<file path="config.mk">
export PLATFORM = sky130hd
export DESIGN_NAME = png_chunk_walker_unit
export DESIGN_NICKNAME = d
export VERILOG_FILES = /design/src/rtl/pcw_pkg.sv /design/src/rtl/pcw_front.sv /design/src/rtl/pcw_back.sv /design/src/rtl/png_chunk_walker_unit.sv
export SDC_FILE = /design/constraint.sdc
export NUM_CORES = 1
export LEC_CHECK = 0
export BUFFER_PORTS_ARGS = -buffer_cell sky130_fd_sc_hd__clkbuf_2
export CAP_MARGIN = 10
export CORE_ASPECT_RATIO = 0.7
export CORE_UTILIZATION = 50
export CTS_CLUSTER_DIAMETER = 120
export DETAILED_ROUTE_END_ITERATION = 16
export GPL_TIMING_DRIVEN = 0
export HOLD_SLACK_MARGIN = 0.02
export PLACE_DENSITY = 0.71
export SLEW_MARGIN = 10
export SYNTH_ARGS = -nofsm -noshare
export SYNTH_HDL_FRONTEND = slang
export SYNTH_SLANG_ARGS = --single-unit
</file>
<file path="constraint.sdc">
create_clock -name clk -period 8.1 [get_ports clk]
set_clock_uncertainty 0.15 [all_clocks]
set_input_delay 0.405 -clock clk [delete_from_list [all_inputs] [get_ports clk]]
set_output_delay 0.405 -clock clk [all_outputs]
set_load 0.02 [all_outputs]
</file>
<file path="src/rtl/pcw_pkg.sv">
// ----------------------------------------------------------------------------
// PNG chunk walker package
// Shared payload types, command and phase codes, chunk type words and small
// lookup functions for the byte-serial PNG chunk walker.
// ----------------------------------------------------------------------------
`default_nettype none

package pcw_pkg;

    // Default palette store size in bytes (three bytes per entry).
    localparam int PALETTE_BYTES_DEF = 768;

    // Depth of the command queue between the front and the back.
    localparam int QUEUE_DEPTH = 4;
    localparam int QPTR_W      = $clog2(QUEUE_DEPTH);
    localparam int QCNT_W      = $clog2(QUEUE_DEPTH + 1);

    // Reciprocal of three for lengths below 1024: floor(x / 3) = (x * 683) >> 11.
    localparam int DIV3_MUL   = 683;
    localparam int DIV3_SHIFT = 11;
    localparam int DIV3_IN_W  = 10;
    localparam int DIV3_PRD_W = 20;

    // Input action codes.
    localparam logic [1:0] ACT_DATA    = 2'd0;
    localparam logic [1:0] ACT_RESTART = 2'd1;
    localparam logic [1:0] ACT_EOS     = 2'd2;

    // Result kinds.
    localparam logic KIND_PALETTE = 1'b0;
    localparam logic KIND_REPORT  = 1'b1;

    // Report status codes.
    localparam logic [2:0] ST_OK        = 3'd0;
    localparam logic [2:0] ST_BAD_SIG   = 3'd1;
    localparam logic [2:0] ST_NOT_IHDR  = 3'd2;
    localparam logic [2:0] ST_NO_IDAT   = 3'd3;
    localparam logic [2:0] ST_TRUNCATED = 3'd4;

    // Color codes.
    localparam logic [2:0] COLOR_GREY       = 3'd0;
    localparam logic [2:0] COLOR_TRUE       = 3'd1;
    localparam logic [2:0] COLOR_INDEXED    = 3'd2;
    localparam logic [2:0] COLOR_GREY_ALPHA = 3'd3;
    localparam logic [2:0] COLOR_TRUE_ALPHA = 3'd4;
    localparam logic [2:0] COLOR_UNKNOWN    = 3'd5;

    // Chunk type words, big-endian ASCII.
    localparam logic [31:0] TYPE_IHDR = 32'h4948_4452;
    localparam logic [31:0] TYPE_IDAT = 32'h4944_4154;
    localparam logic [31:0] TYPE_PLTE = 32'h504C_5445;
    localparam logic [31:0] TYPE_IEND = 32'h4945_4E44;

    // Classified command carried from the front to the back.
    typedef enum logic [1:0] {
        OP_DATA,
        OP_RESTART,
        OP_EOS,
        OP_NOP
    } pcw_op_t;

    // Parse phase of the chunk walker.
    typedef enum logic [2:0] {
        PH_SIG,
        PH_LEN,
        PH_TYPE,
        PH_BODY,
        PH_CRC
    } pcw_phase_t;

    // Progress through the chunk sequence.
    typedef enum logic [1:0] {
        WS_HEADER,
        WS_NO_DATA,
        WS_HAS_DATA
    } pcw_stage_t;

    // Input transaction payload.
    typedef struct packed {
        logic [1:0] action;
        logic [7:0] data_byte;
    } pcw_in_t;

    // Output transaction payload.
    typedef struct packed {
        logic        kind;
        logic [2:0]  status;
        logic [31:0] width;
        logic [31:0] height;
        logic [7:0]  bit_depth;
        logic [2:0]  color_code;
        logic [31:0] data_offset;
        logic [31:0] data_size;
        logic [8:0]  palette_count;
        logic [9:0]  palette_index;
        logic [7:0]  palette_value;
    } pcw_out_t;

    // Queue entry.
    typedef struct packed {
        pcw_op_t    op;
        logic [7:0] data_byte;
    } pcw_cmd_t;

    // Head of the queue as seen by the back.
    typedef struct packed {
        logic     valid;
        pcw_cmd_t cmd;
    } pcw_head_t;

    // Expected signature byte at a given position.
    function automatic logic [7:0] sig_byte(input logic [2:0] pos);
        logic [7:0] b;
        case (pos)
            3'd0:    b = 8'h89;
            3'd1:    b = 8'h50;
            3'd2:    b = 8'h4E;
            3'd3:    b = 8'h47;
            3'd4:    b = 8'h0D;
            3'd5:    b = 8'h0A;
            3'd6:    b = 8'h1A;
            3'd7:    b = 8'h0A;
            default: b = 8'h00;
        endcase
        return b;
    endfunction

    // Map a header color type to its code.
    function automatic logic [2:0] map_color(input logic [7:0] t);
        logic [2:0] c;
        case (t)
            8'd0:    c = COLOR_GREY;
            8'd2:    c = COLOR_TRUE;
            8'd3:    c = COLOR_INDEXED;
            8'd4:    c = COLOR_GREY_ALPHA;
            8'd6:    c = COLOR_TRUE_ALPHA;
            default: c = COLOR_UNKNOWN;
        endcase
        return c;
    endfunction

endpackage

`default_nettype wire

</file>
<file path="src/rtl/pcw_front.sv">
// ----------------------------------------------------------------------------
// PNG chunk walker front
// Accepts input transactions, classifies the action into a command and
// queues it for the back, so that each side can stall on its own.
// ----------------------------------------------------------------------------
`default_nettype none

module pcw_front (
    input  wire logic            clk,
    input  wire logic            rst_n,
    input  wire logic            in_valid,
    output logic                 in_ready,
    input  wire pcw_pkg::pcw_in_t in_data,
    output pcw_pkg::pcw_head_t   head,
    input  wire logic            pop
);

    pcw_pkg::pcw_cmd_t                 queue_mem [pcw_pkg::QUEUE_DEPTH];
    logic [pcw_pkg::QPTR_W-1:0]        wr_ptr_reg;
    logic [pcw_pkg::QPTR_W-1:0]        wr_ptr_next;
    logic [pcw_pkg::QPTR_W-1:0]        rd_ptr_reg;
    logic [pcw_pkg::QPTR_W-1:0]        rd_ptr_next;
    logic [pcw_pkg::QCNT_W-1:0]        count_reg;
    logic [pcw_pkg::QCNT_W-1:0]        count_next;
    pcw_pkg::pcw_cmd_t                 cmd_in;
    logic                              push;
    logic                              do_pop;

    // Classify the incoming action.
    always_comb
    begin
        cmd_in.data_byte = in_data.data_byte;
        case (in_data.action)
            pcw_pkg::ACT_DATA:    cmd_in.op = pcw_pkg::OP_DATA;
            pcw_pkg::ACT_RESTART: cmd_in.op = pcw_pkg::OP_RESTART;
            pcw_pkg::ACT_EOS:     cmd_in.op = pcw_pkg::OP_EOS;
            default:              cmd_in.op = pcw_pkg::OP_NOP;
        endcase
    end

    // Queue handshake.
    assign in_ready   = (count_reg != pcw_pkg::QCNT_W'(pcw_pkg::QUEUE_DEPTH));
    assign push       = in_valid && in_ready;
    assign do_pop     = pop && (count_reg != '0);
    assign head.valid = (count_reg != '0);
    assign head.cmd   = queue_mem[rd_ptr_reg];

    // Pointer and fill count updates.
    always_comb
    begin
        wr_ptr_next = push   ? wr_ptr_reg + 1'b1 : wr_ptr_reg;
        rd_ptr_next = do_pop ? rd_ptr_reg + 1'b1 : rd_ptr_reg;
        count_next  = count_reg;
        if (push && !do_pop)
        begin
            count_next = count_reg + 1'b1;
        end
        else if (do_pop && !push)
        begin
            count_next = count_reg - 1'b1;
        end
    end

    always_ff @(posedge clk or negedge rst_n)
    begin
        if (!rst_n)
        begin
            wr_ptr_reg <= '0;
            rd_ptr_reg <= '0;
            count_reg  <= '0;
        end
        else
        begin
            wr_ptr_reg <= wr_ptr_next;
            rd_ptr_reg <= rd_ptr_next;
            count_reg  <= count_next;
        end
    end

    // Queue storage.
    always_ff @(posedge clk)
    begin
        if (push)
        begin
            queue_mem[wr_ptr_reg] <= cmd_in;
        end
    end

    // The fill count never passes the queue depth.
    assert property (@(posedge clk) disable iff (!rst_n)
        count_reg <= pcw_pkg::QCNT_W'(pcw_pkg::QUEUE_DEPTH))
        else $error("queue count above depth");

    // Pointers meet whenever the queue is empty or full.
    assert property (@(posedge clk) disable iff (!rst_n)
        (count_reg == '0 || count_reg == pcw_pkg::QCNT_W'(pcw_pkg::QUEUE_DEPTH))
        |-> wr_ptr_reg == rd_ptr_reg)
        else $error("queue pointers disagree with count");

    // A transaction pushed into an empty queue shows at the head next cycle.
    assert property (@(posedge clk) disable iff (!rst_n)
        push && count_reg == '0 |=> head.valid)
        else $error("queue head lost a pushed command");

endmodule

`default_nettype wire

</file>
<file path="src/rtl/pcw_back.sv">
// ----------------------------------------------------------------------------
// PNG chunk walker back
// Executes one queued command per cycle while its output register is empty
// or being drained: walks the signature and chunks, captures header and image
// data fields, emits palette bytes and reports.
`default_nettype none

module pcw_back #(
    parameter int PALETTE_BYTES = pcw_pkg::PALETTE_BYTES_DEF
) (
    input  wire logic               clk,
    input  wire logic               rst_n,
    input  wire pcw_pkg::pcw_head_t head,
    output logic                    pop,
    output logic                    out_valid,
    input  wire logic               out_ready,
    output pcw_pkg::pcw_out_t       out_data
);

    localparam int PAL_CAP   = PALETTE_BYTES / 3;
    localparam int CAP_BYTES = PAL_CAP * 3;

    // Parser state.
    pcw_pkg::pcw_phase_t phase_reg, phase_next;
    pcw_pkg::pcw_stage_t stage_reg, stage_next;
    logic [2:0]          cnt_reg, cnt_next;
    logic [31:0]         pos_reg, pos_next;
    logic [31:0]         len_reg, len_next;
    logic [31:0]         type_reg, type_next;
    logic [31:0]         rem_reg, rem_next;
    logic                sig_ok_reg, sig_ok_next;
    logic [31:0]         width_reg, width_next;
    logic [31:0]         height_reg, height_next;
    logic [7:0]          depth_reg, depth_next;
    logic [2:0]          color_reg, color_next;
    logic [31:0]         doff_reg, doff_next;
    logic [31:0]         dsize_reg, dsize_next;
    logic [8:0]          entries_reg, entries_next;
    logic [9:0]          pidx_reg, pidx_next;
    logic                finished_reg, finished_next;

    // Output register.
    logic                out_valid_reg, out_valid_next;
    pcw_pkg::pcw_out_t   out_data_reg;

    // Decode and datapath helpers.
    logic                go;
    logic                run_data;
    logic [7:0]          b;
    logic                field_last;
    logic                sig_good;
    logic [31:0]         type_word;
    logic [31:0]         body_idx;
    logic [31:0]         rem_dec;
    logic [pcw_pkg::DIV3_PRD_W-1:0] div3_prod;
    logic [8:0]          pal_entries;
    logic                res_valid;
    logic                rep_fire;
    logic                pal_fire;
    logic [2:0]          rep_status;
    pcw_pkg::pcw_out_t   res;

    // A command executes whenever the output register can take a result.
    assign go        = head.valid && (!out_valid_reg || out_ready);
    assign pop       = go;
    assign b         = head.cmd.data_byte;
    assign run_data  = go && !finished_reg && (head.cmd.op == pcw_pkg::OP_DATA);
    assign field_last = (cnt_reg == 3'd3);
    assign sig_good  = sig_ok_reg && (b == pcw_pkg::sig_byte(cnt_reg));
    assign type_word = {type_reg[23:0], b};
    assign body_idx  = len_reg - rem_reg;
    assign rem_dec   = rem_reg - 32'd1;

    // Palette entry count: lengths below the cap fit the narrow reciprocal.
    assign div3_prod = pcw_pkg::DIV3_PRD_W'(len_reg[pcw_pkg::DIV3_IN_W-1:0])
                     * pcw_pkg::DIV3_PRD_W'(pcw_pkg::DIV3_MUL);
    assign pal_entries = (len_reg >= 32'(CAP_BYTES)) ? 9'(PAL_CAP)
                       : div3_prod[pcw_pkg::DIV3_SHIFT +: 9];

    // Next parse phase.
    always_comb
    begin
        phase_next = phase_reg;
        if (go && head.cmd.op == pcw_pkg::OP_RESTART)
        begin
            phase_next = pcw_pkg::PH_SIG;
        end
        else if (run_data)
        begin
            case (phase_reg)
                pcw_pkg::PH_SIG:
                begin
                    if (cnt_reg == 3'd7 && sig_good)
                    begin
                        phase_next = pcw_pkg::PH_LEN;
                    end
                end
                pcw_pkg::PH_LEN:
                begin
                    if (field_last)
                    begin
                        phase_next = pcw_pkg::PH_TYPE;
                    end
                end
                pcw_pkg::PH_TYPE:
                begin
                    if (field_last)
                    begin
                        phase_next = (len_reg != '0) ? pcw_pkg::PH_BODY : pcw_pkg::PH_CRC;
                    end
                end
                pcw_pkg::PH_BODY:
                begin
                    if (rem_dec == '0)
                    begin
                        phase_next = pcw_pkg::PH_CRC;
                    end
                end
                pcw_pkg::PH_CRC:
                begin
                    if (field_last)
                    begin
                        phase_next = pcw_pkg::PH_LEN;
                    end
                end
                default:
                begin
                    phase_next = pcw_pkg::PH_SIG;
                end
            endcase
        end
    end

    // Field capture, counters and result selection.
    always_comb
    begin
        stage_next    = stage_reg;
        cnt_next      = cnt_reg;
        pos_next      = pos_reg;
        len_next      = len_reg;
        type_next     = type_reg;
        rem_next      = rem_reg;
        sig_ok_next   = sig_ok_reg;
        width_next    = width_reg;
        height_next   = height_reg;
        depth_next    = depth_reg;
        color_next    = color_reg;
        doff_next     = doff_reg;
        dsize_next    = dsize_reg;
        entries_next  = entries_reg;
        pidx_next     = pidx_reg;
        finished_next = finished_reg;
        rep_fire      = 1'b0;
        pal_fire      = 1'b0;
        rep_status    = pcw_pkg::ST_OK;

        if (go && head.cmd.op == pcw_pkg::OP_RESTART)
        begin
            stage_next    = pcw_pkg::WS_HEADER;
            cnt_next      = '0;
            pos_next      = '0;
            len_next      = '0;
            type_next     = '0;
            rem_next      = '0;
            sig_ok_next   = 1'b1;
            width_next    = '0;
            height_next   = '0;
            depth_next    = '0;
            color_next    = pcw_pkg::COLOR_UNKNOWN;
            doff_next     = '0;
            dsize_next    = '0;
            entries_next  = '0;
            pidx_next     = '0;
            finished_next = 1'b0;
        end
        else if (go && !finished_reg && head.cmd.op == pcw_pkg::OP_EOS)
        begin
            rep_fire   = 1'b1;
            rep_status = pcw_pkg::ST_TRUNCATED;
        end
        else if (run_data)
        begin
            pos_next = pos_reg + 32'd1;
            case (phase_reg)
                pcw_pkg::PH_SIG:
                begin
                    sig_ok_next = sig_good;
                    cnt_next    = cnt_reg + 3'd1;
                    if (cnt_reg == 3'd7 && !sig_good)
                    begin
                        rep_fire   = 1'b1;
                        rep_status = pcw_pkg::ST_BAD_SIG;
                    end
                end
                pcw_pkg::PH_LEN:
                begin
                    len_next = {len_reg[23:0], b};
                    cnt_next = field_last ? 3'd0 : cnt_reg + 3'd1;
                end
                pcw_pkg::PH_TYPE:
                begin
                    type_next = type_word;
                    cnt_next  = field_last ? 3'd0 : cnt_reg + 3'd1;
                    if (field_last)
                    begin
                        rem_next = len_reg;
                        if (stage_reg == pcw_pkg::WS_HEADER)
                        begin
                            // The first chunk must be the header.
                            if (type_word != pcw_pkg::TYPE_IHDR)
                            begin
                                rep_fire   = 1'b1;
                                rep_status = pcw_pkg::ST_NOT_IHDR;
                            end
                            else if (len_reg == '0)
                            begin
                                stage_next = pcw_pkg::WS_NO_DATA;
                            end
                        end
                        else if (type_word == pcw_pkg::TYPE_IDAT)
                        begin
                            doff_next  = pos_next;
                            dsize_next = len_reg;
                            stage_next = pcw_pkg::WS_HAS_DATA;
                        end
                        else if (type_word == pcw_pkg::TYPE_PLTE)
                        begin
                            entries_next = pal_entries;
                            pidx_next    = '0;
                        end
                        else if (type_word == pcw_pkg::TYPE_IEND)
                        begin
                            rep_fire   = 1'b1;
                            rep_status = (stage_reg == pcw_pkg::WS_HAS_DATA)
                                       ? pcw_pkg::ST_OK : pcw_pkg::ST_NO_IDAT;
                        end
                    end
                end
                pcw_pkg::PH_BODY:
                begin
                    rem_next = rem_dec;
                    if (stage_reg == pcw_pkg::WS_HEADER)
                    begin
                        // Header body: width, height, depth, color type.
                        if (body_idx < 32'd4)
                        begin
                            width_next = {width_reg[23:0], b};
                        end
                        else if (body_idx < 32'd8)
                        begin
                            height_next = {height_reg[23:0], b};
                        end
                        else if (body_idx == 32'd8)
                        begin
                            depth_next = b;
                        end
                        else if (body_idx == 32'd9)
                        begin
                            color_next = pcw_pkg::map_color(b);
                        end
                        if (rem_dec == '0)
                        begin
                            stage_next = pcw_pkg::WS_NO_DATA;
                        end
                    end
                    else if (type_reg == pcw_pkg::TYPE_PLTE
                             && pidx_reg < 10'(PALETTE_BYTES))
                    begin
                        pal_fire  = 1'b1;
                        pidx_next = pidx_reg + 10'd1;
                    end
                end
                pcw_pkg::PH_CRC:
                begin
                    cnt_next = field_last ? 3'd0 : cnt_reg + 3'd1;
                end
                default:
                begin
                    cnt_next = '0;
                end
            endcase
        end

        if (rep_fire)
        begin
            finished_next = 1'b1;
        end
    end

    // Result payload.
    assign res_valid = rep_fire || pal_fire;
    always_comb
    begin
        res               = '0;
        res.palette_count = entries_reg;
        if (rep_fire)
        begin
            res.kind        = pcw_pkg::KIND_REPORT;
            res.status      = rep_status;
            res.width       = width_reg;
            res.height      = height_reg;
            res.bit_depth   = depth_reg;
            res.color_code  = color_reg;
            res.data_offset = doff_reg;
            res.data_size   = dsize_reg;
        end
        else
        begin
            res.kind          = pcw_pkg::KIND_PALETTE;
            res.palette_index = pidx_reg;
            res.palette_value = b;
        end
    end

    // Output register handshake.
    always_comb
    begin
        out_valid_next = out_valid_reg;
        if (go && res_valid)
        begin
            out_valid_next = 1'b1;
        end
        else if (out_ready)
        begin
            out_valid_next = 1'b0;
        end
    end

    assign out_valid = out_valid_reg;
    assign out_data  = out_data_reg;

    always_ff @(posedge clk or negedge rst_n)
    begin
        if (!rst_n)
        begin
            phase_reg     <= pcw_pkg::PH_SIG;
            stage_reg     <= pcw_pkg::WS_HEADER;
            cnt_reg       <= '0;
            pos_reg       <= '0;
            len_reg       <= '0;
            type_reg      <= '0;
            rem_reg       <= '0;
            sig_ok_reg    <= 1'b1;
            width_reg     <= '0;
            height_reg    <= '0;
            depth_reg     <= '0;
            color_reg     <= pcw_pkg::COLOR_UNKNOWN;
            doff_reg      <= '0;
            dsize_reg     <= '0;
            entries_reg   <= '0;
            pidx_reg      <= '0;
            finished_reg  <= 1'b0;
            out_valid_reg <= 1'b0;
        end
        else
        begin
            phase_reg     <= phase_next;
            stage_reg     <= stage_next;
            cnt_reg       <= cnt_next;
            pos_reg       <= pos_next;
            len_reg       <= len_next;
            type_reg      <= type_next;
            rem_reg       <= rem_next;
            sig_ok_reg    <= sig_ok_next;
            width_reg     <= width_next;
            height_reg    <= height_next;
            depth_reg     <= depth_next;
            color_reg     <= color_next;
            doff_reg      <= doff_next;
            dsize_reg     <= dsize_next;
            entries_reg   <= entries_next;
            pidx_reg      <= pidx_next;
            finished_reg  <= finished_next;
            out_valid_reg <= out_valid_next;
        end
    end

    always_ff @(posedge clk)
    begin
        if (go && res_valid)
        begin
            out_data_reg <= res;
        end
    end

    // No result is produced once a report has gone out.
    assert property (@(posedge clk) disable iff (!rst_n)
        go && res_valid |-> !finished_reg)
        else $error("result after final report");

    // Palette results stay inside the palette store.
    assert property (@(posedge clk) disable iff (!rst_n)
        go && pal_fire |-> pidx_reg < 10'(PALETTE_BYTES))
        else $error("palette index beyond store");

    // Outside the signature, field counters never pass four bytes.
    assert property (@(posedge clk) disable iff (!rst_n)
        phase_reg != pcw_pkg::PH_SIG |-> cnt_reg < 3'd4)
        else $error("field byte count out of range");

    // A chunk body in progress always has bytes left.
    assert property (@(posedge clk) disable iff (!rst_n)
        phase_reg == pcw_pkg::PH_BODY |-> rem_reg != '0)
        else $error("body phase with no bytes remaining");

endmodule

`default_nettype wire

</file>
<file path="src/rtl/png_chunk_walker_unit.sv">
// ----------------------------------------------------------------------------
// PNG chunk walker
// Byte-serial PNG chunk walker: checks the signature, walks chunks, captures
// header and image data fields, emits palette bytes and a final report.
// ----------------------------------------------------------------------------
//  Channel | Direction | Handshake           | Payload
//  in      | input     | in_valid/in_ready   | pcw_in_t  (action, data_byte)
//  out     | output    | out_valid/out_ready | pcw_out_t (palette byte or report)
//
//  One byte per cycle sustained while the output keeps up; results reach the
//  output register through the four-entry command queue.
//  The back executes one queued command per cycle while its output
//  register is empty or being drained; the queue absorbs output stalls.
//  Reset is asynchronous and active low; no clearing pass is needed.
//  Input ready drops only when the command queue is full.
// ----------------------------------------------------------------------------
`default_nettype none

module png_chunk_walker_unit #(
    parameter int PALETTE_BYTES = pcw_pkg::PALETTE_BYTES_DEF
) (
    input  wire logic              clk,
    input  wire logic              rst_n,
    input  wire logic              in_valid,
    output logic                   in_ready,
    input  wire pcw_pkg::pcw_in_t  in_data,
    output logic                   out_valid,
    input  wire logic              out_ready,
    output pcw_pkg::pcw_out_t      out_data
);

    pcw_pkg::pcw_head_t head;
    logic               pop;

    // Front: accept and classify, queue commands.
    pcw_front u_front (
        .clk      (clk),
        .rst_n    (rst_n),
        .in_valid (in_valid),
        .in_ready (in_ready),
        .in_data  (in_data),
        .head     (head),
        .pop      (pop)
    );

    // Back: walk the stream and produce results.
    pcw_back #(
        .PALETTE_BYTES (PALETTE_BYTES)
    ) u_back (
        .clk       (clk),
        .rst_n     (rst_n),
        .head      (head),
        .pop       (pop),
        .out_valid (out_valid),
        .out_ready (out_ready),
        .out_data  (out_data)
    );

endmodule

`default_nettype wire

</file>
==> After elaboration in Yosys (flattened, before gate mapping) <==
Memories as Yosys holds them, arrays and structs flattened.
Index checks and enable logic that the tools add are counted.
{ "classes": {"add_sub_neg": 9, "bitwise": 2, "n_lt_le_gt_ge": 4, "n_mul": 1, "muxes": 147, "n_reduce_logical": 65, "n_eq_ne": 45} }
{ "ops": {"columns": ["operator", "count"], "rows": [
  ["2-to-1 mux 32 bit", 42],
  ["equality test 32 x 31 -> 1 bit, second input constant", 4],
  ["2-to-1 mux 10 bit", 9],
  ["2-to-1 mux 3 bit", 30],
  ["2-to-1 mux 9 bit", 9],
  ["equality test 32 x 4 -> 1 bit, second input constant", 2],
  ["zero test 32 bit", 2],
  ["2-to-1 mux 8 bit", 8],
  ["case mux 32 bit (2 select lines)", 1],
  ["adder 32 x 1 -> 32 bit, second input constant", 1],
  [">= comparator 32 x 10 -> 1 bit, second input constant", 1],
  ["less-than comparator 32 x 3 -> 1 bit, second input constant", 1],
  ["less-than comparator 32 x 4 -> 1 bit, second input constant", 1],
  ["inequality test 32 x 31 -> 1 bit, second input constant", 1],
  ["nonzero test 2 bit", 16],
  ["nonzero test 32 bit", 1],
  ["subtractor 32 x 1 -> 32 bit, second input constant", 1],
  ["subtractor 32 bit", 1],
  ["case mux 3 bit (5 select lines)", 2],
  ["2-to-1 mux 1 bit", 28],
  ["2-to-1 mux 2 bit", 12],
  ["inequality test 3 x 1 -> 1 bit, second input constant", 8],
  ["multiplier 10 x 10 -> 20 bit, second input constant", 1],
  ["case mux 10 bit (2 select lines)", 1],
  ["42 further kinds", 90]
]} }
{ "word_totals": {"output_inout_bits": 172, "word_cells": 308, "mem_bits_ro": 56, "mem_bits_rw": 40, "n_memories": 2, "input_bits": 14, "regBits": 474} }
{ "memory_table": {"columns": ["memory", "words", "width", "read_ports", "rd_clocked_by_memory_dff", "wr", "line_no", "rtl"], "rows": [
  ["(name not given)", 8, 7, 1, 0, 0, "pcw_pkg.sv:114", "case (pos)"],
  ["u_front.queue_mem", 4, 10, 1, 0, 1, "pcw_front.sv:18", "pcw_pkg::pcw_cmd_t queue_mem [pcw_pkg::QUEUE_DEPTH];"]
]} }

==> Longest topological paths before layout <==
Gate-level depths: netlist of run 1.
An unclocked memory read counts as a cell.
{ "logic_depth": {"word_depth": 14, "mapped_depth": 20, "depth_no_buf": 20} }

==> Cells and area by module <==
From an unflattened synthesis of run 1, not the netlist that was laid out.
{ "hier_totals": {"hier_cells": 2562, "area_unflattened_um2": 26479.1} }
{ "by_module_without_submodules": {"columns": ["module", "cells_each", "area_per_inst_um2", "n_inst", "seq_area_each_um2"], "rows": [
  ["pcw_back", 2473, 24587.3, 1, 12540.8],
  ["pcw_front", 89, 1891.8, 1, 1376.3]
]} }

==> Least setup slack after synthesis of run 1 <==
Ideal clock, no wire load.
{ "synth_path": {"path_type": "flip-flop to flip-flop", "startpoint": "register u_front.rd_ptr_reg[0] in the netlist's numbering", "endpoint": "register u_back.out_data_reg (netlist bit u_back.out_data[0]) (enable)", "t_required_ps": 7390, "path_stages_with_launch": 11, "setup_ps": 560, "synth_period_minus_slack_ps": 7740, "t_arrival_ps": 7030, "slack_ps": 360, "n_path_buf": 2, "cell_sequence": "dfrtp_1 buf_2 mux4_2 nor4b_1 nand4b_1 or3_1 mux2i_1 nand3_1 a21boi_1 clkbuf_1 nand2b_1"} }
{ "synth_between": {"elab_chain_len": 13, "word_cells_on_any_way": 31, "classes_between": "eq/ne: 7; mux: 14; reduce/logical: 9; memory: 1"} }
{ "synth_lines": {"columns": ["element", "line_no", "rtl"], "rows": [
  ["start: declaration", "pcw_front.sv:21", "logic [pcw_pkg::QPTR_W-1:0] rd_ptr_reg;"],
  ["start signal: assignment", "pcw_front.sv:75", "rd_ptr_reg <= rd_ptr_next;"],
  ["memory read (4 x 10 bit) (*)", null, null],
  ["equality test 32 x 31 -> 1 bit", "pcw_back.sv:231", "else if (type_word == pcw_pkg::TYPE_IEND)"],
  ["2-to-1 mux 1 bit", "pcw_back.sv:231", null],
  ["2-to-1 mux 1 bit", "pcw_back.sv:226", "else if (type_word == pcw_pkg::TYPE_PLTE)"],
  ["2-to-1 mux 1 bit", "pcw_back.sv:220", "else if (type_word == pcw_pkg::TYPE_IDAT)"],
  ["2-to-1 mux 1 bit", "pcw_back.sv:207", "if (stage_reg == pcw_pkg::WS_HEADER)"],
  ["2-to-1 mux 1 bit", "pcw_back.sv:204", "if (field_last)"],
  ["case mux 1 bit (2 select lines)", "pcw_back.sv:184", "case (phase_reg)"],
  ["2-to-1 mux 1 bit", "pcw_back.sv:181", "else if (run_data)"],
  ["2-to-1 mux 1 bit", "pcw_back.sv:176", "else if (go && !finished_reg && head.cmd.op == pcw_pkg::OP_EOS)"],
  ["2-to-1 mux 1 bit", "pcw_back.sv:157", "if (go && head.cmd.op == pcw_pkg::OP_RESTART)"],
  ["logical OR 1 bit (*)", "pcw_back.sv:291", "assign res_valid = rep_fire || pal_fire;"],
  ["logical AND 1 bit (*)", "pcw_back.sv:380", "if (go && res_valid)"],
  ["end signal: assignment", "pcw_back.sv:382", "out_data_reg <= res;"],
  ["end: declaration", "pcw_back.sv:44", "pcw_pkg::pcw_out_t out_data_reg;"]
]} }
Every way passes the cells marked *; elsewhere a longest branch is shown, timed or not.
A chain may end at the register's enable or synchronous reset.

==> Final worst setup path of run 1 <==
{ "layout_path": {"startpoint": "register u_front.rd_ptr_reg[0] in the netlist's numbering", "endpoint": "register u_back.out_data_reg (netlist bit u_back.out_data[32]) (enable)"} }
The elaborated chain is that of the path after synthesis.

==> reports/results.txt, run 1 <==
Crit. path cell count: 14
Worst-path cell chain: buf_2 > mux4_2 > nor4_1 > nand4b_1 > or3_1 > mux2i_1 > nand3_1 > a21boi_2 > buf_8 > clkbuf_1 > nand2b_4 > buf_12 > buf_12 > buf_16
Post-synth ARST share: 0.591
Least-Margin Pin Slew: 993 ps
Syn_area_per_cell: 10.5 um2
Die height: 193 um
CTS Buf Count: 50
First-pass GRT wire length: 114000 um
Ratio of cells with drive above 1 in the final layout: 0.117
Placed Instances: 3364
Clock Latency Late Sink: 620 ps
Area Growth Syn to Fin: 14.4%
Starting Density: 0.511
Fin. max-slew vios: 0
Total die area: 0.0533 mm2
DRC: 0
Vias in the first global route: 19600
Max Cap Viol: 0
Adder-cell share of the synthesized area: 0.0699
DP Wirelength: 54100 um
Detailed Routing Iterations Pass 1: 6
Largest family of logic cells by synthesized area: simple AND/OR/NAND/NOR gates
Crit path from: u_front.rd_ptr_reg[0]$_DFFE_PN0P_
CP Capture Point: u_back.out_data[32]$_SDFFCE_PP0P_
Vias: 20200
Reg2reg start: u_front.rd_ptr_reg[0]$_DFFE_PN0P_
Clock Tree Root: clkbuf_16
Die width: 275 um
Via/cell ratio: 5.83
Max-Slew Margin vs Limit: 0.333
Outcome: complete, no violations
Multiplexer share of the synthesized area: 0.0278
Post-synth EDFFs: 210
Final min period: 5970 ps
Synth warn: 0
IO buf count: 183
RePlAce Congestion: 1.04
XOR/XNOR Fraction of Synth Area: 0.0331
Syn_nets: 2645
Remaining antenna violation count after routing: 0
CTS max path bufs: 3
Final setup fails: 0
Number of H-tree levels: 2
Crit Path Class: reg2reg
Overflow after GRT: 0
Crit path largest cell delay: 670 ps
Class of the worst hold path: in2reg
R2R setup slack: 2130 ps
Critical Path RT: 8200 ps
Reg-to-reg endpoint: u_back.out_data[32]$_SDFFCE_PP0P_
Initial antenna violation count: 2
Gr usage total: 0.275
Hold Fails Final Rpt: 0
Final worst-path cycle share: 0.737
Post-Syn Instances: 2500
Unrepaired setup endpoints after global routing: no
Antenna diodes: 0
Drt wl/cell: 21.0 um
Slowest CP cell: mux4_2
Cell Area, Synth: 0.0262 mm2
Largest net degree at the start of global routing: 104
I/O pin count: 186
Maximum clock frequency: 167 MHz
Clock slew at reported path FFs: 60 ps
CTS sink cnt: 514
CTS tree: built
Initial drt markers: 2013
Post-Synth Simple-Gate Area: 0.175
Core Region: 0.0512 mm2
Buf/Inv on CP: 6
Compound-cell area share of the yosys netlist: 0.124
Register area share after synthesis: 0.532
Delay-heaviest family, CP: buffers and inverters
Library cells used by synthesis: 86
CP max FO: 67
R2R cell count: 14
Total wire length: 72800 um
Final nets: 2900
Max reg flops: 170
CP startpoint kind: register
Crit. End Element: register
Crit path arrival time: 6070 ps
Fin cells: 3471
Main flop type after synthesis: dfrtp_1
Cell mode on critical path: buf_12
FP Rows: 69
Synth Register Bits: 514
[worst min-delay path by stage]
stage | cells past startpoint | endpoint | startpoint
2_1_floorplan | 0 | u_back.cnt_reg[0]$_DFFE_PN0P_ | rst_n
3_3_place_gp | 0 | u_back.out_data[26]$_DFFE_PP_ | u_back.entries_reg[8]$_DFFE_PN0P_
3_5_place_dp | 1 | u_back.entries_reg[0]$_DFFE_PN0P_ | rst_n
4_1_cts | 3 | u_back.out_valid$_DFFE_PN0P_ | out_ready
5_1_grt | 3 | u_back.out_valid$_DFFE_PN0P_ | out_ready
6_report | 3 | u_back.out_valid$_DFFE_PN0P_ | out_ready
[final cells by class]
cell class                 count  area [um2]
sequential                   514       13900
inverter                     128         480
tap                          674         843
timing repair buffer         203        1220
multi-input combinational   1725       11300
fill                        4336       21300
buffer                       133         523
clock buffer                  72        1430
clock inverter                22         264
[worst min-delay path, cell delays in order]
cell and delay (ps):
clkbuf_2 90, nor2b_1 190, or3b_2 160
[routing by layer]
layer,GRT usage,share of wire,vias up
met5,0,0,-
met1,0.420,0.47,9992
li1,-,-,9378
met2,0.396,0.43,769
met4,0.0718,0.020,0
met3,0.0557,0.079,109
[Yosys cell counts (all sizes together) (5+ instances only)]
library cell / number / share of area
mux4: 10 / 0.0086
nor2: 133 / 0.019
nand4b: 5 / 0.0017
nand2: 331 / 0.047
clkbuf: 117 / 0.017
buf: 16 / 0.0032
o22ai: 6 / 0.0014
nor4b: 5 / 0.0017
or2: 8 / 0.0019
nor4: 31 / 0.0093
a211oi: 10 / 0.0029
o211ai: 45 / 0.013
nor3: 37 / 0.0073
a22o: 13 / 0.0043
and2: 153 / 0.037
o32ai: 11 / 0.0037
a21o: 10 / 0.0029
ha: 107 / 0.051
o21ai: 216 / 0.041
inv: 128 / 0.018
o21a: 10 / 0.0029
nand3: 53 / 0.010
xnor2: 61 / 0.020
nand4: 31 / 0.0080
o31ai: 31 / 0.0089
dfrtp: 301 / 0.29
xor2: 38 / 0.013
mux2i: 48 / 0.018
a31oi: 14 / 0.0033
nand3b: 5 / 0.0014
a21oi: 104 / 0.020
nor2b: 28 / 0.0070
nand2b: 10 / 0.0024
and3: 31 / 0.0074
edfxtp: 210 / 0.24
or3: 20 / 0.0048
o21bai: 7 / 0.0020
or4: 13 / 0.0037
fa: 24 / 0.018
[metrics by stage]
stage	setup slack, ps	cell area [um2]	util	setup TNS, ps	hold slack (ps)
2_1_floorplan	360	26200	-	0	-40.6
3_3_place_gp	-3060	27900	0.546	-560830	284
3_5_place_dp	2200	28100	0.549	0	98.0
4_1_cts	2150	29900	0.585	0	105
5_1_grt	1830	29900	0.585	0	112
6_report	2130	29900	0.585	0	123
[layout by cell type, fill, tap and decap left out, types with 14 or more instances in the layout]
cell       instances
nand2_1          331
dfrtp_1          301
edfxtp_1         210
o21ai_0          197
clkbuf_2         182
and2_1           152
clkbuf_1         133
nor2_1           133
inv_1            128
ha_1             107
a21oi_1          102
xnor2_1           61
nand3_1           53
clkbuf_16         53
mux2i_1           48
o211ai_1          45
xor2_1            38
nor3_1            36
and3_1            31
o31ai_1           31
nand4_1           30
nor2b_1           27
nor4_1            26
fa_1              24
or3_1             20
o21ai_1           19
a31oi_1           14
[kinds of logic after synthesis]
group,Yosys count
AND/OR/NAND/NOR,910
AO/OA/AOI/OAI,524
multiplexers,60
adder cells (fa/ha/maj),132
flip-flops,514
buffers and inverters,261
XOR/XNOR,99
[what timing repair did]
action	CTS	global route
setup buffers	0	0
gates resized for setup	0	0
hold buffers	13	0
hold endpoints to repair	141	0
Power of run 1 is not shown: default switching activity piles up to over one toggle a cycle in this logic, so the estimate is an artifact.
==> run 2, diff against run 1 <==
clock period = 4.9 ns   (was 8.1 ns; I/O delays follow)
==> reports/results.txt, run 2 (same netlist as run 1, synthesis figures left out) <==
Most frequent cells in the layout: 331 x nand2_1, 290 x dfrtp_1, 210 x edfxtp_1, 194 x o21ai_0, 186 x clkbuf_2
First-pass GRT wire length: 117000 um (+3.2%)
Fin. max-slew vios: 0 (unchanged)
Delay-heaviest family, CP: adder cells
CTS sink cnt: 514 (unchanged)
Final worst-path cycle share: 1.01 (+0.272)
IO buf count: 183 (unchanged)
Slowest CP cell: fa_1
Outcome: finished, violations left
Post-route cell area: 0.0304 mm2 (+1.4%)
Post-DP Area: 0.0281 mm2 (about the same)
Final setup fails: 2 (+2)
Maximum clock frequency: 202 MHz (+21%)
Initial drt markers: 2447 (+22%)
Clock Latency Late Sink: 600 ps (-20 ps)
Fin worst setup slack: -44.3 ps (-2170 ps)
Via/cell ratio: 5.96 (+2.2%)
Die height: 193 um (unchanged)
CP Capture Point: u_back.entries_reg[8]$_DFFE_PN0P_
Gr usage total: 0.284 (+0.00895)
Crit path largest cell delay: 490 ps (-180 ps)
Drt wl/cell: 21.7 um (+3.2%)
Core Region: 0.0512 mm2 (unchanged)
Area Growth Syn to Fin: 16.0%
Antenna diodes: 0 (unchanged)
Crit path arrival time: 5280 ps (-790 ps)
Critical Path RT: 5240 ps (-2960 ps)
DRC: 0 (unchanged)
Max Cap Viol: 0 (unchanged)
Crit path from: u_back.len_reg[7]$_DFFE_PN0P_
Largest net degree at the start of global routing: 94 (-9.6%)
CTS Buf Count: 49 (-2.0%)
Final min period: 4940 ps (-1030 ps)
DP Wirelength: 54000 um (-0.22%)
Total die area: 0.0533 mm2 (unchanged)
R2R cell count: 20 (+6)
Violated checks: setup timing
Starting Density: 0.511 (unchanged)
R2R setup slack: -40 ps (-2170 ps)
CP startpoint kind: register
I/O pin count: 186 (unchanged)
Clock Tree Root: clkbuf_16
Worst-path cell chain: ha_4 > ha_4 > inv_2 > fa_1 > inv_1 > fa_1 > inv_1 > fa_1 > inv_2 > ha_4 > a21o_1 > a211oi_2 > o211ai_1 > a31oi_2 > o21ai_2 > a31oi_2 > nor2b_1 > nor2_1 > xnor2_1 > o221a_2
Vias: 20800 (+2.7%)
Crit. path cell count: 20 (+6)
Clock slew at reported path FFs: 70 ps (about the same)
Remaining antenna violation count after routing: 0 (unchanged)
Overflow after GRT: 0 (unchanged)
Hold Fails Final Rpt: 0 (unchanged)
FP Rows: 69 (unchanged)
Sum Neg Setup Slack: -51.0 ps (-51.0 ps)
Crit. End Element: register
Die width: 275 um (unchanged)
RePlAce Congestion: 1.02 (-1.4%)
Detailed Routing Iterations Pass 1: 6 (unchanged)
Reg-to-reg endpoint: u_back.entries_reg[8]$_DFFE_PN0P_
Buf/Inv on CP: 4 (-2)
CTS tree: built
Crit Path Class: reg2reg
Unrepaired setup endpoints after global routing: yes
Max reg flops: 170 (unchanged)
Ratio of cells with drive above 1 in the final layout: 0.141 (+0.0249)
Initial antenna violation count: 0 (-2)
Reg2reg start: u_back.len_reg[7]$_DFFE_PN0P_
Number of H-tree levels: 2 (unchanged)
CP max FO: 2 (-97%)
Commonest non-fill, non-tap cell in the layout: nand2_1
Final nets: 2920 (+0.69%)
Vias in the first global route: 20200 (+2.8%)
Total wire length: 75500 um (+3.7%)
Least-Margin Pin Slew: 1120 ps (+131 ps)
Class of the worst hold path: in2async
CTS max path bufs: 3 (unchanged)
Max-Slew Margin vs Limit: 0.246 (-0.0879)
[run 2: changes by cell type in the layout (fill, tap and decap cells not counted), sizes merged]
cell and change:
buf +20, clkbuf -13, clkinv +6, clkinvlp +2, nand2b +2
[run 2: through the flow]
step	util	setup slack [ps]	instances	hold WS, ps
floorplan	-	25.6	2500	-201
global placement	0.546	-3130	3357	286
detailed placement	0.549	-984	3363	68.0
CTS	0.589	-15.3	3483	48.9
global route	0.593	-197	3488	78.2
finish	0.593	-44.3	3488	66.9
[run 2: metal layers]
| metal | GRT usage | vias up | routed length [um] |
|---|---|---|---|
| met5 | 0 | - | 91 |
| met4 | 0.0765 | 2 | 1690 |
| met3 | 0.0588 | 117 | 6460 |
| met2 | 0.409 | 914 | 32800 |
| met1 | 0.432 | 10400 | 34500 |
| li1 | - | 9398 | - |
[run 2: area by class of cell]
type | instances | area [um2]
multi-input combinational | 1727 | 11500
buffer | 131 | 528
fill | 4249 | 20800
clock inverter | 30 | 307
sequential | 514 | 13900
inverter | 128 | 480
clock buffer | 60 | 1330
tap | 674 | 843
timing repair buffer | 224 | 1440
[run 2: worst min path at each step]
stage	startpoint	to	slack (ps)	cells past startpoint
2_1_floorplan	rst_n	u_back.cnt_reg[0]$_DFFE_PN0P_	-200	0
3_3_place_gp	u_back.entries_reg[8]$_DFFE_PN0P_	u_back.out_data[26]$_DFFE_PP_	290	0
3_5_place_dp	rst_n	u_back.dsize_reg[10]$_DFFE_PN0P_	70	1
4_1_cts	rst_n	u_back.dsize_reg[16]$_DFFE_PN0P_	50	3
5_1_grt	rst_n	u_back.dsize_reg[16]$_DFFE_PN0P_	80	3
6_report	rst_n	u_back.dsize_reg[5]$_DFFE_PN0P_	70	3
[run 2: what timing repair did]
item	CTS	global route
gates cloned	2	2
endpoints found under the setup margin	303	262
hold endpoints to repair	166	0
resized for setup	30	34
pin swaps	10	16
hold buffers	14	0
buffers inserted	14	6
[run 2: worst reg2reg max path, stage by stage, from the launching register on]
cell and delay, ps:
dfrtp_2 450, ha_4 270, ha_4 260, inv_2 30
fa_1 470, inv_1 50, fa_1 490, inv_1 60
fa_1 490, inv_2 50, ha_4 210, a21o_1 160
a211oi_2 290, o211ai_1 290, a31oi_2 300, o21ai_2 120
a31oi_2 200, nor2b_1 70, nor2_1 110, xnor2_1 80
o221a_2 230
Power of run 2 is left out for the same reason.
==> run 3, diff against run 2 <==
RECOVER_POWER = 100   (was unset)
==> reports/results.txt, run 3 (same netlist as run 1, synthesis figures left out) <==
Reg2reg start: u_back.len_reg[7]$_DFFE_PN0P_
Vias: 20800 (+0.096%)
Vias in the first global route: 20200 (unchanged)
Final min period: 4930 ps (-13.4 ps)
Slowest CP cell: fa_1
Crit path largest cell delay: 490 ps (about the same)
Ratio of cells with drive above 1 in the final layout: 0.0743 (-0.0672)
Fin. max-slew vios: 124 (+124)
IO buf count: 183 (unchanged)
Core Region: 0.0512 mm2 (unchanged)
First-pass GRT wire length: 117000 um (unchanged)
Crit path arrival time: 5270 ps (about the same)
Max reg flops: 170 (unchanged)
Starting Density: 0.511 (unchanged)
Hold path startpoint: u_back.entries_reg[8]$_DFFE_PN0P_
Area Growth Syn to Fin: 14.7%
Overflow after GRT: 0 (unchanged)
Class of the worst hold path: reg2reg
Final hold slack: 306 ps (+239 ps)
Violated checks: capacitance limit, slew limit, setup timing
Fin cells: 3488 (unchanged)
Most frequent cells in the layout: 331 x nand2_1, 301 x clkbuf_1, 290 x dfrtp_1, 210 x edfxtp_1, 194 x o21ai_0
CTS tree: built
Commonest non-fill, non-tap cell in the layout: nand2_1
Crit Path Class: reg2reg
Critical Path RT: 5240 ps (about the same)
DP Wirelength: 54000 um (unchanged)
Outcome: finished, violations left
CP max FO: 2 (unchanged)
Initial drt markers: 2409 (-1.6%)
Drt wl/cell: 21.7 um (+0.40%)
Die height: 193 um (unchanged)
Remaining antenna violation count after routing: 0 (unchanged)
Fin worst setup slack: -30.9 ps (+13.4 ps)
Hold Path Cell Cnt: 0
Reg-to-reg endpoint: u_back.entries_reg[8]$_DFFE_PN0P_
Worst-path cell chain: ha_4 > ha_4 > inv_2 > fa_1 > inv_1 > fa_1 > inv_1 > fa_1 > inv_2 > ha_4 > a21o_1 > a211oi_2 > o211ai_1 > a31oi_2 > o21ai_2 > a31oi_2 > nor2b_1 > nor2_1 > xnor2_1 > o221a_2
Total wire length: 75800 um (+0.40%)
Clock Latency Late Sink: 600 ps (about the same)
Gr usage total: 0.284 (unchanged)
Largest net degree at the start of global routing: 94 (unchanged)
Clock slew at reported path FFs: 70 ps (about the same)
Final nets: 2920 (unchanged)
Detailed Routing Iterations Pass 1: 5 (-1)
Post-route cell area: 0.0300 mm2 (-1.2%)
DRC: 0 (unchanged)
Via/cell ratio: 5.96 (about the same)
Hold endpoint: u_back.out_data[26]$_DFFE_PP_
Crit. End Element: register
Final setup fails: 6 (+4)
CTS Buf Count: 49 (unchanged)
Crit. path cell count: 20 (unchanged)
Die width: 275 um (unchanged)
Hold Fails Final Rpt: 0 (unchanged)
CTS max path bufs: 3 (unchanged)
FP Rows: 69 (unchanged)
Antenna diodes: 0 (unchanged)
Delay-heaviest family, CP: adder cells
Number of H-tree levels: 2 (unchanged)
R2R cell count: 20 (unchanged)
Final worst-path cycle share: 1.01 (-0.00274)
RePlAce Congestion: 1.02 (unchanged)
Core Util, Final: 0.586 (-0.00701)
CTS sink cnt: 514 (unchanged)
I/O pin count: 186 (unchanged)
Placed Instances: 3363 (unchanged)
Max Cap Viol: 2 (+2)
Buf/Inv on CP: 4 (unchanged)
CP startpoint kind: register
Clock Tree Root: clkbuf_16
Initial antenna violation count: 0 (unchanged)
Maximum clock frequency: 203 MHz (+0.27%)
Post-DP Area: 0.0281 mm2 (unchanged)
Total die area: 0.0533 mm2 (unchanged)
Unrepaired setup endpoints after global routing: yes
Least-Margin Pin Slew: 2460 ps (+1340 ps)
Max-Slew Margin vs Limit: -0.640 (-0.886)
R2R setup slack: -30 ps (about the same)
run 3: cell count changes in the layout (fill, tap and decap cells not counted), sizes merged:
cell	delta
clkbuf	+8
buf	-8
run 3: routing by layer:
layer | global-route usage | routed length, um
met4 | 0.0765 | 1770
met1 | 0.432 | 34800
met2 | 0.409 | 32900
met3 | 0.0588 | 6370
met5 | 0 | 89
run 3: how the worst max path moves through the flow:
stage | start | endpoint | slack [ps]
final | u_back.len_reg[7]$_DFFE_PN0P_ | u_back.entries_reg[8]$_DFFE_PN0P_ | -30
after global routing | u_back.len_reg[5]$_DFFE_PN0P_ | u_back.entries_reg[8]$_DFFE_PN0P_ | -200
after CTS | u_back.len_reg[5]$_DFFE_PN0P_ | u_back.entries_reg[8]$_DFFE_PN0P_ | -20
after detailed placement | u_front.rd_ptr_reg[0]$_DFFE_PN0P_ | u_back.out_data[45]$_SDFFCE_PP0P_ | -980
after global placement | rst_n | u_back.height_reg[28]$_DFFE_PN0P_ | -3130
after floorplan | u_back.len_reg[5]$_DFFE_PN0P_ | u_back.entries_reg[8]$_DFFE_PN0P_ | 30
run 3: cell type report:
class	instances	area (um2)
inverters	128	480
clock inverters	30	307
well taps	674	843
clock buffers	60	1330
plain buffers	131	526
repair buffers	224	1110
fillers	4374	21200
multi-input cells	1727	11500
flip-flops and latches	514	13900
run 3: per-stage QoR:
step | setup WS (ps) | setup TNS (ps)
floorplan | 25.6 | 0
global placement | -3130 | -1381580
detailed placement | -984 | -141610
CTS | -15.3 | -15.3
global route | -197 | -15700
finish | -30.9 | -74.9
run 3: worst reg2reg max path: cells and delay by family, from the launching register on:
family          cells  cell delay, ps
xor+xnor            1              80
buf+inv             4             190
compound gates      7            1570
flops               1             450
fa+ha+maj           6            2190
simple gates        2             180
run 3: what timing repair did:
item	CTS	global route
hold buffers	14	0
hold endpoints to repair	166	0
resized for setup	30	34
buffers inserted	14	6
pin swaps	10	16
gates cloned	2	2
setup endpoints to repair	303	262
Power of run 3 is left out for the same reason.
